[config.mk]
export PLATFORM = sky130hd
export DESIGN_NAME = hsm_hash
export DESIGN_NICKNAME = d
export VERILOG_FILES = /design/src/rtl/hsm_pkg.sv /design/src/rtl/hsm_hash.sv
export SDC_FILE = /design/constraint.sdc
export NUM_CORES = 1
export LEC_CHECK = 0
export BUFFER_PORTS_ARGS = -buffer_cell sky130_fd_sc_hd__buf_2
export CORE_MARGIN = 5
export CORE_UTILIZATION = 40
export CTS_BUF_LIST = sky130_fd_sc_hd__clkbuf_16
export DETAILED_ROUTE_END_ITERATION = 12
export GPL_ROUTABILITY_DRIVEN = 0
export PLACE_DENSITY = 0.59
export RECOVER_POWER = 100
export SYNTH_ARGS = -nofsm -noshare
export SYNTH_HDL_FRONTEND = slang
export SYNTH_SLANG_ARGS = --single-unit
export TNS_END_PERCENT = 5
[constraint.sdc]
create_clock -name clk -period 10.45 [get_ports clk]
set_input_delay 1.5675 -clock clk [delete_from_list [all_inputs] [get_ports clk]]
set_output_delay 1.5675 -clock clk [all_outputs]
set_load 0.02 [all_outputs]
[src/rtl/hsm_pkg.sv]
`timescale 1ns / 1ps
package hsm_pkg;
    localparam logic [63:0] FNV_OFFSET = 64'hcbf29ce484222325;
    localparam logic [63:0] HASH_MULT  = 64'h00000100000001b3;
    localparam int COUNT_W = 13;
    localparam logic [12:0] COUNT_MAX = 13'd8191;

    typedef enum logic [1:0] {
        ST_PRESENT  = 2'd0,
        ST_ABSENT   = 2'd1,
        ST_INSERTED = 2'd2,
        ST_FULL     = 2'd3
    } status_t;

    typedef struct packed {
        logic        action;
        logic [63:0] key_low;
        logic [63:0] key_mid;
        logic [31:0] key_high;
    } req_t;

    typedef struct packed {
        logic [1:0]  status;
        logic [12:0] entry_count;
    } rsp_t;

    typedef struct packed {
        logic        valid;
        logic [63:0] key_low;
        logic [63:0] key_mid;
        logic [31:0] key_high;
    } slot_t;
endpackage

[src/rtl/hsm_hash.sv]
`timescale 1ns / 1ps
module hsm_hash (
    input  logic        clk,
    input  logic        rst_n,
    input  logic        load,
    input  hsm_pkg::req_t req,
    output logic        done,
    output logic [63:0] hash
);
    import hsm_pkg::*;

    // One FNV round per cycle. P = 2^40 + 0x1b3, so h*P = (h << 40) + h*0x1b3
    // and only a 64x9 product is needed. Hold the upper key words from the
    // transfer, since the request port may change afterwards.
    logic [1:0]  round_reg, round_next;
    logic        busy_reg, busy_next;
    logic [63:0] h_reg, h_next;
    logic [63:0] mid_reg;
    logic [31:0] high_reg;
    logic [63:0] mix;
    logic [63:0] prod;
    logic [63:0] word;

    always_comb
    begin
        case (round_reg)
            2'd0:    word = req.key_low;
            2'd1:    word = mid_reg;
            default: word = {32'd0, high_reg};
        endcase
        mix  = (load ? FNV_OFFSET : h_reg) ^ word;
        prod = (mix << 40) + mix * 64'h1b3;
        busy_next  = busy_reg;
        round_next = round_reg;
        h_next     = h_reg;
        if (load)
        begin
            busy_next  = 1'b1;
            round_next = 2'd1;
            h_next     = prod;
        end
        else if (busy_reg)
        begin
            h_next = prod;
            if (round_reg == 2'd2)
            begin
                busy_next  = 1'b0;
                round_next = 2'd0;
            end
            else
            begin
                round_next = round_reg + 2'd1;
            end
        end
    end

    always_ff @(posedge clk or negedge rst_n)
    begin
        if (!rst_n)
        begin
            busy_reg  <= 1'b0;
            round_reg <= 2'd0;
        end
        else
        begin
            busy_reg  <= busy_next;
            round_reg <= round_next;
        end
    end

    always_ff @(posedge clk)
    begin
        h_reg <= h_next;
        if (load)
        begin
            mid_reg  <= req.key_mid;
            high_reg <= req.key_high;
        end
    end

    assign done = busy_reg && (round_reg == 2'd2);
    assign hash = prod;
endmodule

==> impl_metrics.tcl <==
set metrics [dict create \
    core_mm2 0.0466 \
    ys_types 57 \
    routedWlPerCell_um 18.9 \
    timing.rr.start "round_reg[1]" \
    htreeDepth 4 \
    reg2reg_depth 22 \
    layout-drive-gt1-share_pct 10.6 \
    syn_inst 1854 \
    fin_skew_ns 0.0201 \
    syn_area_mm2 0.0188 \
    die_h_um 227 \
    max_cap_violations 2 \
    post-synth-top-area-fraction_pct 25.6 \
    place_area_mm2 0.0207 \
    min_from "busy_reg" \
    r2r_setup_slack_ns 2.83 \
    grt-busiest-layer "met2" \
    multi_input_comb_area_mm2 0.0122 \
    clkSlewWorstSetupHoldPaths_ns 0.07 \
    crit_fanout 47 \
    setup_ws_ns 0.665 \
    fin_setup_tns_ns 0 \
    grt_max_degree 78 \
    cts-root-buf "clkbuf_16" \
    cp-startpoint "load" \
    wl_um 50800 \
    die_area_mm2 0.0514 \
    viasPerCell 4.91 \
    synth_edf_count 160 \
    async_reset_ff_share_pct 1.84 \
    use_met2_pct 32.5 \
    antenna_found_initial 1 \
    crit_arrival_ns 8.22 \
    track_usage_pct 20.3 \
    drtPass1Iterations 5 \
    period_share_pct 93.6 \
    areaGrowthSynthToFinish_pct 12.5 \
    crit_type "in2out" \
    regArea_mm2 0.00489 \
    nets 2640 \
    ys_seq_area_share_pct 25.9 \
    io_buffers 227 \
    synth_seq_cells 163 \
    setup_viol 0 \
    hold_buffers 0 \
    drtAntennaViolNets 0 \
    grt_util_met1_pct 27.8 \
    initial_core_util_pct 40.4 \
    num_vias 13200 \
    postCtsSetupBuffers 0 \
    rows 79 \
    crit_path_end_kind "primary output" \
    cts_tree "yes" \
    grt_pass1_wl_um 79000 \
    period_minus_slack_ns 9.79 \
    die_w_um 227 \
    pre_cts_ws_ns 0.771 \
    drtIter0Drc 738 \
    syn_area_per_cell_um2 10.1 \
    slew_headroom_pct -190 \
    yosysTopAreaCell "edfxtp_1" \
    yosys_warnings 0 \
    cts_buffer_depth 2 \
    hold_violations 0 \
    rr_endpoint "h_reg[63]" \
    n_fill_cell 4506 \
    overflow 0 \
    violations "max-capacitance violations, max-slew violations" \
    ctsResizeCount 0 \
    diodes 0 \
    worstMarginPinSlew_ns 4.35 \
    stdcell_area_mm2 0.0212 \
    start_kind "input port" \
    clock_latency_ns 0.50 \
    status "complete, but fails checks" \
    grt_pass1_vias 14200 \
    rsz0062_at_grt "no" \
    drc_errors 0 \
    drv_slew 107 \
    hp-class "reg2reg" \
    met3_usage_pct 4.63 \
    max_freq_mhz 102 \
    synth_nets 2424 \
    hpwl_um 43400 \
    cts.sinks 163 \
    crit_end "hash[63]" \
    boundaryPins 229 \
    synth_flop_cell "edfxtp_1" \
    worst_ep_required_time_ns 8.88 \
    cts_buffers 17 \
    ys_top_cells_by_area "edfxtp_1 26%, fa_1 24%, ha_1 12%" \
]
-- per-layer routing --
layer,part of all wire (%),vias to the layer above
met4,2.4,0
met1,45,6394
li1,-,6408
met3,6.3,59
met2,47,334
met5,0,-
-- worst max-delay path, stage by stage --
cell and delay (ns):
buf_6 0.35, buf_4 0.41, nand2b_1 0.21, xnor2_1 0.20, ha_1 0.34, inv_1 0.09
fa_1 0.51, inv_1 0.06, fa_1 0.48, fa_1 0.50, inv_1 0.06, fa_1 0.50
inv_1 0.04, ha_1 0.39, a21oi_2 0.21, o21ai_0 0.22, nor3_4 0.24, o2111ai_2 0.14
a31oi_2 0.35, nor3_1 0.11, or4_1 0.49, a21oi_1 0.32, xnor2_1 0.18, buf_2 0.20
-- cell usage after synthesis, drive strengths merged, types with 8 or more instances --
cell and number:
edfxtp 160, mux2i 68, nand4 13, nor2 98, ha 181, o21ai 84
clkbuf 36, inv 389, nand3 16, nor2b 9, and2 8, nor3 13
nand2b 39, buf 15, a21oi 91, xnor2 156, fa 225, a21o 38
xor2 45, nand2 100, o21bai 8
-- stage by stage --
| step | utilization (%) | cells | hold WS (ns) |
|---|---|---|---|
| floorplan | - | 1854 | 0.486 |
| global placement | 44.4 | 2658 | 0.504 |
| detailed placement | 44.4 | 2658 | 0.514 |
| CTS | 45.7 | 2690 | 0.532 |
| global route | 45.4 | 2690 | 0.560 |
| finish | 45.4 | 2690 | 0.529 |
-- layout by cell type, fill, tap and decap left out, drive strengths merged, types with 91 or more instances in the layout --
cell type  instances
inv              398
fa               225
ha               181
buf              174
edfxtp           160
xnor2            156
nand2            100
nor2              98
a21oi             91
clkbuf            91
-- layout make-up --
type	count	area share, %
clock buffer	17	2.01
timing repair buffer	248	5.63
inverter	389	6.90
sequential	163	23.1
multi-input combinational	1251	57.9
clock inverter	15	0.858
tap	607	3.59
-- cell families (layout without fill, tap and decap cells) --
kind of cell / Yosys count / count (layout) / share of synthesized area [%]
flip-flops: 163 / 163 / 25.9
adder cells (fa/ha/maj): 406 / 406 / 36.0
buffers and inverters: 440 / 669 / 8.90
AO/OA/AOI/OAI: 263 / 263 / 8.46
XOR/XNOR: 201 / 201 / 9.36
AND/OR/NAND/NOR: 313 / 313 / 7.71
multiplexers: 68 / 68 / 3.62
-- worst min-delay path by stage --
stage,endpoint,slack (ns),cells after the start
after global placement,busy_reg,0.50,1
after global routing,busy_reg,0.56,1
final,busy_reg,0.53,1
after CTS,busy_reg,0.53,1
after detailed placement,busy_reg,0.51,1
after floorplan,busy_reg,0.49,1
Power is left out: the tool's default activity adds up to more than one toggle a clock period on the data nets, which glitch-free logic cannot reach.
