==> src/rtl/hsm_ram.sv <==
`timescale 1ns / 1ps
module hsm_ram #(
    parameter int WIDTH = 8,
    parameter int DEPTH = 16
) (
    input  logic                     clk,
    input  logic                     we,
    input  logic [$clog2(DEPTH)-1:0] waddr,
    input  logic [WIDTH-1:0]         wdata,
    input  logic [$clog2(DEPTH)-1:0] raddr,
    output logic [WIDTH-1:0]         rdata
);
    logic [WIDTH-1:0] mem [DEPTH];

    always_ff @(posedge clk)
    begin
        if (we)
        begin
            mem[waddr] <= wdata;
        end
        rdata <= mem[raddr];
    end
endmodule

==> config.mk <==
export PLATFORM = sky130hd
export DESIGN_NAME = hsm_ram
export DESIGN_NICKNAME = d
export VERILOG_FILES = /design/src/rtl/hsm_ram.sv
export SDC_FILE = /design/constraint.sdc
export NUM_CORES = 1
export LEC_CHECK = 0
export BUFFER_PORTS_ARGS = -buffer_cell sky130_fd_sc_hd__buf_2
export CORE_AREA = 2 2 95 166
export DETAILED_ROUTE_END_ITERATION = 10
export DIE_AREA = 0 0 97 168
export HOLD_SLACK_MARGIN = 0.02
export PLACE_DENSITY_LB_ADDON = 0.05
export SLEW_MARGIN = 20
export SYNTH_ARGS = -nofsm -noshare
export SYNTH_HDL_FRONTEND = slang
export SYNTH_SLANG_ARGS = --single-unit
==> constraint.sdc <==
create_clock -name clk -period 4.6 [get_ports clk]
set_input_delay 0.46 -clock clk [delete_from_list [all_inputs] [get_ports clk]]
set_output_delay 0.46 -clock clk [all_outputs]
set_load 0.05 [all_outputs]
==> qor.yml, run 1 <==
route:
  avgViaCountPerCell: 4.94
  wirelength_um: 10900
  dr.pass1.iters: 4
  via_count: 2308
  drtAntennaViolNets: 0
  drc: 0
  detail_route.wl_per_cell_um: 23.3
  drtIter0Drc: 135
timing:
  tightest_slew_ns: 1.04
  hold_viol_final: 0
  slew_violations: 0
  timing.setup.tns_ns: 0
  finClkSkew_ns: 0.00754
  max_freq_mhz: 478
  slew_headroom_pct: 30.1
  rsz0062_at_grt: "no"
  period_needed_ns: 2.09
  setup_viol: 0
  timing.hold.ws_ns: 0.435
  period_share_pct: 45.5
placement:
  io_buffers: 25
  dpl.hpwl_um: 6910
  placed_cells: 435
  place_congestion: 0.709
  place_area_sq_um: 5460
pwr:
  p_total_uw: 2880
  vdd_drop_max_v: 0.000264
  power_density_nw_per_um2: 476
  power_leakage_uw: 0.00201
clocking:
  cts_tree: "built"
  cts_setup_buffers: 0
  path_clk_slew_ns: 0.06
  cts-root-buf: "clkbuf_16"
  cts_buffers: 17
  cts_buffer_depth: 2
  cts_resized: 0
  postCtsHoldBufs: 0
  clk_latency_ns: 0.41
  cts.sinks: 136
  htree_levels: 4
logic_synthesis:
  syn-instance-count: 229
  yosysTopAreaCell: "edfxtp_1"
  synth_cell_type_count: 19
  syn_avg_cell_area_sq_um: 22.5
  synth_top_cell_area_share_pct: 74.7
  ys_warn_count: 0
  synth-async-reset-ratio_pct: 0
  yosysSeqAreaShare_pct: 77.8
  synth_seq_cells: 136
  synth_edf_count: 128
  synth_most_common_cell: "edfxtp_1"
  syn-cell-area_sq_um: 5150
  yosys-top-cells-count: "edfxtp_1, mux4_2, a22oi_1, mux4_1, nor2_1"
  synth_ff_type: "edfxtp_1"
  synth_nets: 247
  synth_area_leaders: "edfxtp_1, mux4_2, mux4_1"
critical_path:
  start_kind: "primary input"
  cp-end-kind: "flip-flop"
  cp_max_fo: 21
  worstPathArrival_ns: 2.39
  worstSetupPathType: "in -> reg"
  critPathRequiredTime_ns: 4.90
job:
  maxCapViolations: 0
floorplanning:
  die_area_sq_um: 16300
  io_pins: 26
  coreArea_sq_um: 15100
  start_util_pct: 34.1
  die_x_um: 97
  dieHeight_um: 168
  rows: 60
finish:
  area.sequential_sq_um: 4000
  syn_to_final_growth_pct: 17.5
  final_cell_area_sq_um: 6050
  diodes: 0
  multi_input_area_sq_um: 1060
  drive_gt1_share_pct: 28.8
  num-nets-final: 286
  fill_cells: 1354
  instances_no_fill: 467
grt:
  first_global_vias: 2616
  grt_usage_pct: 14.3
  grt_max_degree: 33
  grt_antenna_before_repair: 0
  grt_pass1_wl_um: 16500
  gr-total-overflow: 0
status:
  run_status: "finished clean"
min_path:
  hold_path.class: "in -> reg"
[worst paths after layout]
check	from	endpoint	slack, ns	depth (start not counted)
max	raddr[0]	rdata[5]$_DFF_P_	2.51	5
min	wdata[0]	mem[7][0]$_DFFE_PP_	0.44	1
max reg2reg	mem[2][7]$_DFFE_PP_	rdata[7]$_DFF_P_	3.26	3
min reg2reg	mem[14][7]$_DFFE_PP_	rdata[7]$_DFF_P_	0.67	3
[placed cells by master (no fill, tap or decap), drive strengths merged]
| cell | synthesis | final |
|---|---|---|
| buf | 7 | 30 |
| clkinv | 0 | 6 |
| bufinv | 0 | 2 |
| mux4 | 32 | 32 |
| and2 | 1 | 1 |
| a22oi | 16 | 16 |
| nand2 | 9 | 9 |
| nor2b | 1 | 1 |
| clkinvlp | 0 | 2 |
| nor2 | 13 | 13 |
| clkbuf | 0 | 21 |
| nand2b | 2 | 2 |
| nand3 | 1 | 1 |
| inv | 0 | 1 |
| dfxtp | 8 | 8 |
| or3b | 1 | 1 |
| nand3b | 2 | 2 |
| nor3 | 4 | 4 |
| and2b | 1 | 1 |
| edfxtp | 128 | 128 |
[critical path, cell delays in order]
cell,delay [ns]
buf_2,0.59
buf_4,0.40
mux4_1,0.58
a22oi_1,0.26
nand2_1,0.09
[layer usage]
layer  global-route usage [%]  vias to the layer above  wire (um)
met5                        0                        -          0
met4                     6.61                        0        192
met3                     2.95                       14        213
met2                     25.6                       36       6030
met1                     16.3                     1211       4430
li1                         -                     1047          -
[per-stage QoR]
step                util (%)  setup WS [ns]
finish                  40.1           2.51
detailed placement      36.2           2.04
CTS                     40.1           2.49
global placement        36.2           2.07
floorplan                  -           2.65
global route            40.1           2.38
[layout make-up]
| type | instances | share of cell area (%) |
|---|---|---|
| Clock buffer | 21 | 7.78 |
| Clock inverter | 11 | 2.01 |
| Multi-Input combinational cell | 83 | 17.5 |
| Sequential cell | 136 | 66.2 |
| Tap cell | 186 | 3.85 |
| Timing Repair Buffer | 30 | 2.69 |
[logic make-up after synthesis]
group | count (synthesis) | share of synthesized area [%]
buffers and inverters | 10 | 1.68
multiplexers | 32 | 15.0
AO/OA/AOI/OAI | 16 | 2.33
AND/OR/NAND/NOR | 35 | 3.18
flip-flops | 136 | 77.8
[power by group]
part,internal [uW],leakage [uW],switching [uW]
logic,50.7,0.000496,100
registers,1390,0.00122,6.56
clock network,840,0.000289,498
[sequential cells by signal, indices dropped and copies added, names as in the netlist]
register / count
mem: 128
rdata: 8
(Power assumes the default switching activity.)
==> run 2: changes to the inputs <==
==> constraint.sdc (replaced) <==
create_clock -name clk -period 1.9 [get_ports clk]
set_input_delay 0.19 -clock clk [delete_from_list [all_inputs] [get_ports clk]]
set_output_delay 0.19 -clock clk [all_outputs]
set_load 0.05 [all_outputs]
==> run 2 against run 1 <==
Via count up 3.0%; clock skew about the same; first-iteration DRC count down 3.0%; routed wire length down 4.0%; power rose to 2.5 times the previous value; cell count up 3.0%.
==> qor.yml, run 2 (synthesis gave the netlist of run 1 again) <==
critical_path:
  worstSetupPathType: "reg -> reg"
  start_kind: "flip-flop"
  cp-end-kind: "flip-flop"
  cp_max_fo: 1  # -95%
  critPathRequiredTime_ns: 2.19  # -2.71 ns
  r2r_slack_ns: 0.56  # -2.70 ns
  worstPathArrival_ns: 1.63  # -0.76 ns
timing:
  tightest_slew_ns: 0.783  # -0.261 ns
  period_needed_ns: 1.34
  timing.setup.tns_ns: 0  # unchanged
  slew_violations: 0  # unchanged
  rsz0062_at_grt: "no"
  setup_viol: 0  # unchanged
  finClkSkew_ns: 0.00723  # -0.000307 ns
  slew_headroom_pct: 47.7  # +18 points
  max_freq_mhz: 746
  hold_viol_final: 0  # unchanged
  period_share_pct: 70.5
grt:
  gr-total-overflow: 0  # unchanged
  grt_antenna_before_repair: 1  # +1
  grt_max_degree: 33  # unchanged
  first_global_vias: 2553  # -2.4%
  grt_usage_pct: 13.7  # -0.62 points
  grt_pass1_wl_um: 15800  # -3.9%
pwr:
  power_density_nw_per_um2: 1170  # +140%
  power_leakage_uw: 0.00213  # +5.9%
  p_total_uw: 7290  # +150%
  p_comb_share_pct: 5.2  # about the same
  swShare_pct: 19.7  # -1.3 points
  vdd_drop_max_v: 0.000514  # +94%
  power_frac_clock_pct: 48.5  # +2.1 points
  p_int_uw: 5850  # +160%
  p_switching_uw: 1440  # +140%
  seqPwrFrac_pct: 46.3  # -2.0 points
finish:
  final_cell_area_sq_um: 6250  # +3.3%
  mostFrequentLayoutCell: "edfxtp_1"
  num-nets-final: 301  # +5.2%
  reg.largest.list: "mem x128, rdata x8"
  mostFrequentLayoutCells: "edfxtp_1, buf_2, mux4_2"
  top_register: "mem"
  syn_to_final_growth_pct: 21.4
  drive_gt1_share_pct: 31.9  # +3.0 points
  diodes: 0  # unchanged
  fin_util_pct: 41.4  # +1.3 points
  largest_reg_flops: 128  # unchanged
  instances_no_fill: 481  # +3.0%
clocking:
  postCtsHoldBufs: 0  # unchanged
  cts_setup_buffers: 0  # unchanged
  cts_buffers: 17  # unchanged
  cts.sinks: 136  # unchanged
  cts_buffer_depth: 2  # unchanged
  cts_resized: 0  # unchanged
  htree_levels: 4  # unchanged
  cts_tree: "built"
  clk_latency_ns: 0.41  # about the same
  path_clk_slew_ns: 0.06  # about the same
  cts-root-buf: "clkbuf_16"
route:
  drtIter0Drc: 131  # -3.0%
  avgViaCountPerCell: 4.94  # about the same
  via_count: 2377  # +3.0%
  drc: 0  # unchanged
  dr.pass1.iters: 4  # unchanged
  wirelength_um: 10400  # -4.0%
  detail_route.wl_per_cell_um: 21.7  # -6.8%
  drtAntennaViolNets: 0  # unchanged
placement:
  placed_cells: 450  # +3.4%
  place_congestion: 0.719  # +1.5%
  io_buffers: 25  # unchanged
  dpl.hpwl_um: 6880  # -0.34%
  place_area_sq_um: 5610  # +2.7%
job:
  maxCapViolations: 0  # unchanged
floorplanning:
  rows: 60  # unchanged
  io_pins: 26  # unchanged
  die_area_sq_um: 16300  # unchanged
  start_util_pct: 34.1  # unchanged
  coreArea_sq_um: 15100  # unchanged
  dieHeight_um: 168  # unchanged
  die_x_um: 97  # unchanged
min_path:
  hold_path.class: "in -> reg"
status:
  run_status: "finished clean"
[run 2: power by group through the flow]
stage	logic [uW]	clock network [uW]	registers, uW
after global routing	416	3730	3380
after global placement	389	0	3430
after detailed placement	391	0	3440
after floorplan	170	0	3500
after CTS	392	3590	3370
final	381	3530	3370
[run 2: worst max-delay path: stages, from the launching register on]
cell and delay [ns]:
edfxtp_1 0.36, mux4_1 0.51, a22oi_1 0.27, nand2_1 0.09
[run 2: metal layers]
layer	GRT usage (%)	share of wire (%)	vias to the layer above	wire length (um)
met3	4.32	3.0	15	315
met5	0	0.067	-	7
met2	24.4	56	38	5860
li1	-	-	1082	-
met4	5.27	2.0	2	205
met1	15.1	39	1240	4040
[run 2: cell type report]
| cell class | instances | area (sq um) |
|---|---|---|
| tap | 186 | 233 |
| sequential | 136 | 4000 |
| fill | 1313 | 8840 |
| clock buffer | 19 | 443 |
| clock inverter | 12 | 199 |
| multi-input combinational | 83 | 1060 |
| timing repair buffer | 45 | 313 |
[run 2: metrics by stage]
step | hold slack, ns | setup slack (ns)
2_1_floorplan | 0.289 | 0.217
3_3_place_gp | 0.574 | 0.296
3_5_place_dp | 0.591 | 0.304
4_1_cts | 0.160 | 0.556
5_1_grt | 0.169 | 0.504
6_report | 0.172 | 0.560
[run 2: path summary, 6_finish.rpt]
| path | depth (start not counted) | to | from |
|---|---|---|---|
| max | 3 | rdata[5]$_DFF_P_ | mem[1][5]$_DFFE_PP_ |
| min | 1 | mem[14][5]$_DFFE_PP_ | wdata[5] |
| max reg2reg | 3 | rdata[5]$_DFF_P_ | mem[1][5]$_DFFE_PP_ |
| min reg2reg | 3 | rdata[1]$_DFF_P_ | mem[7][1]$_DFFE_PP_ |
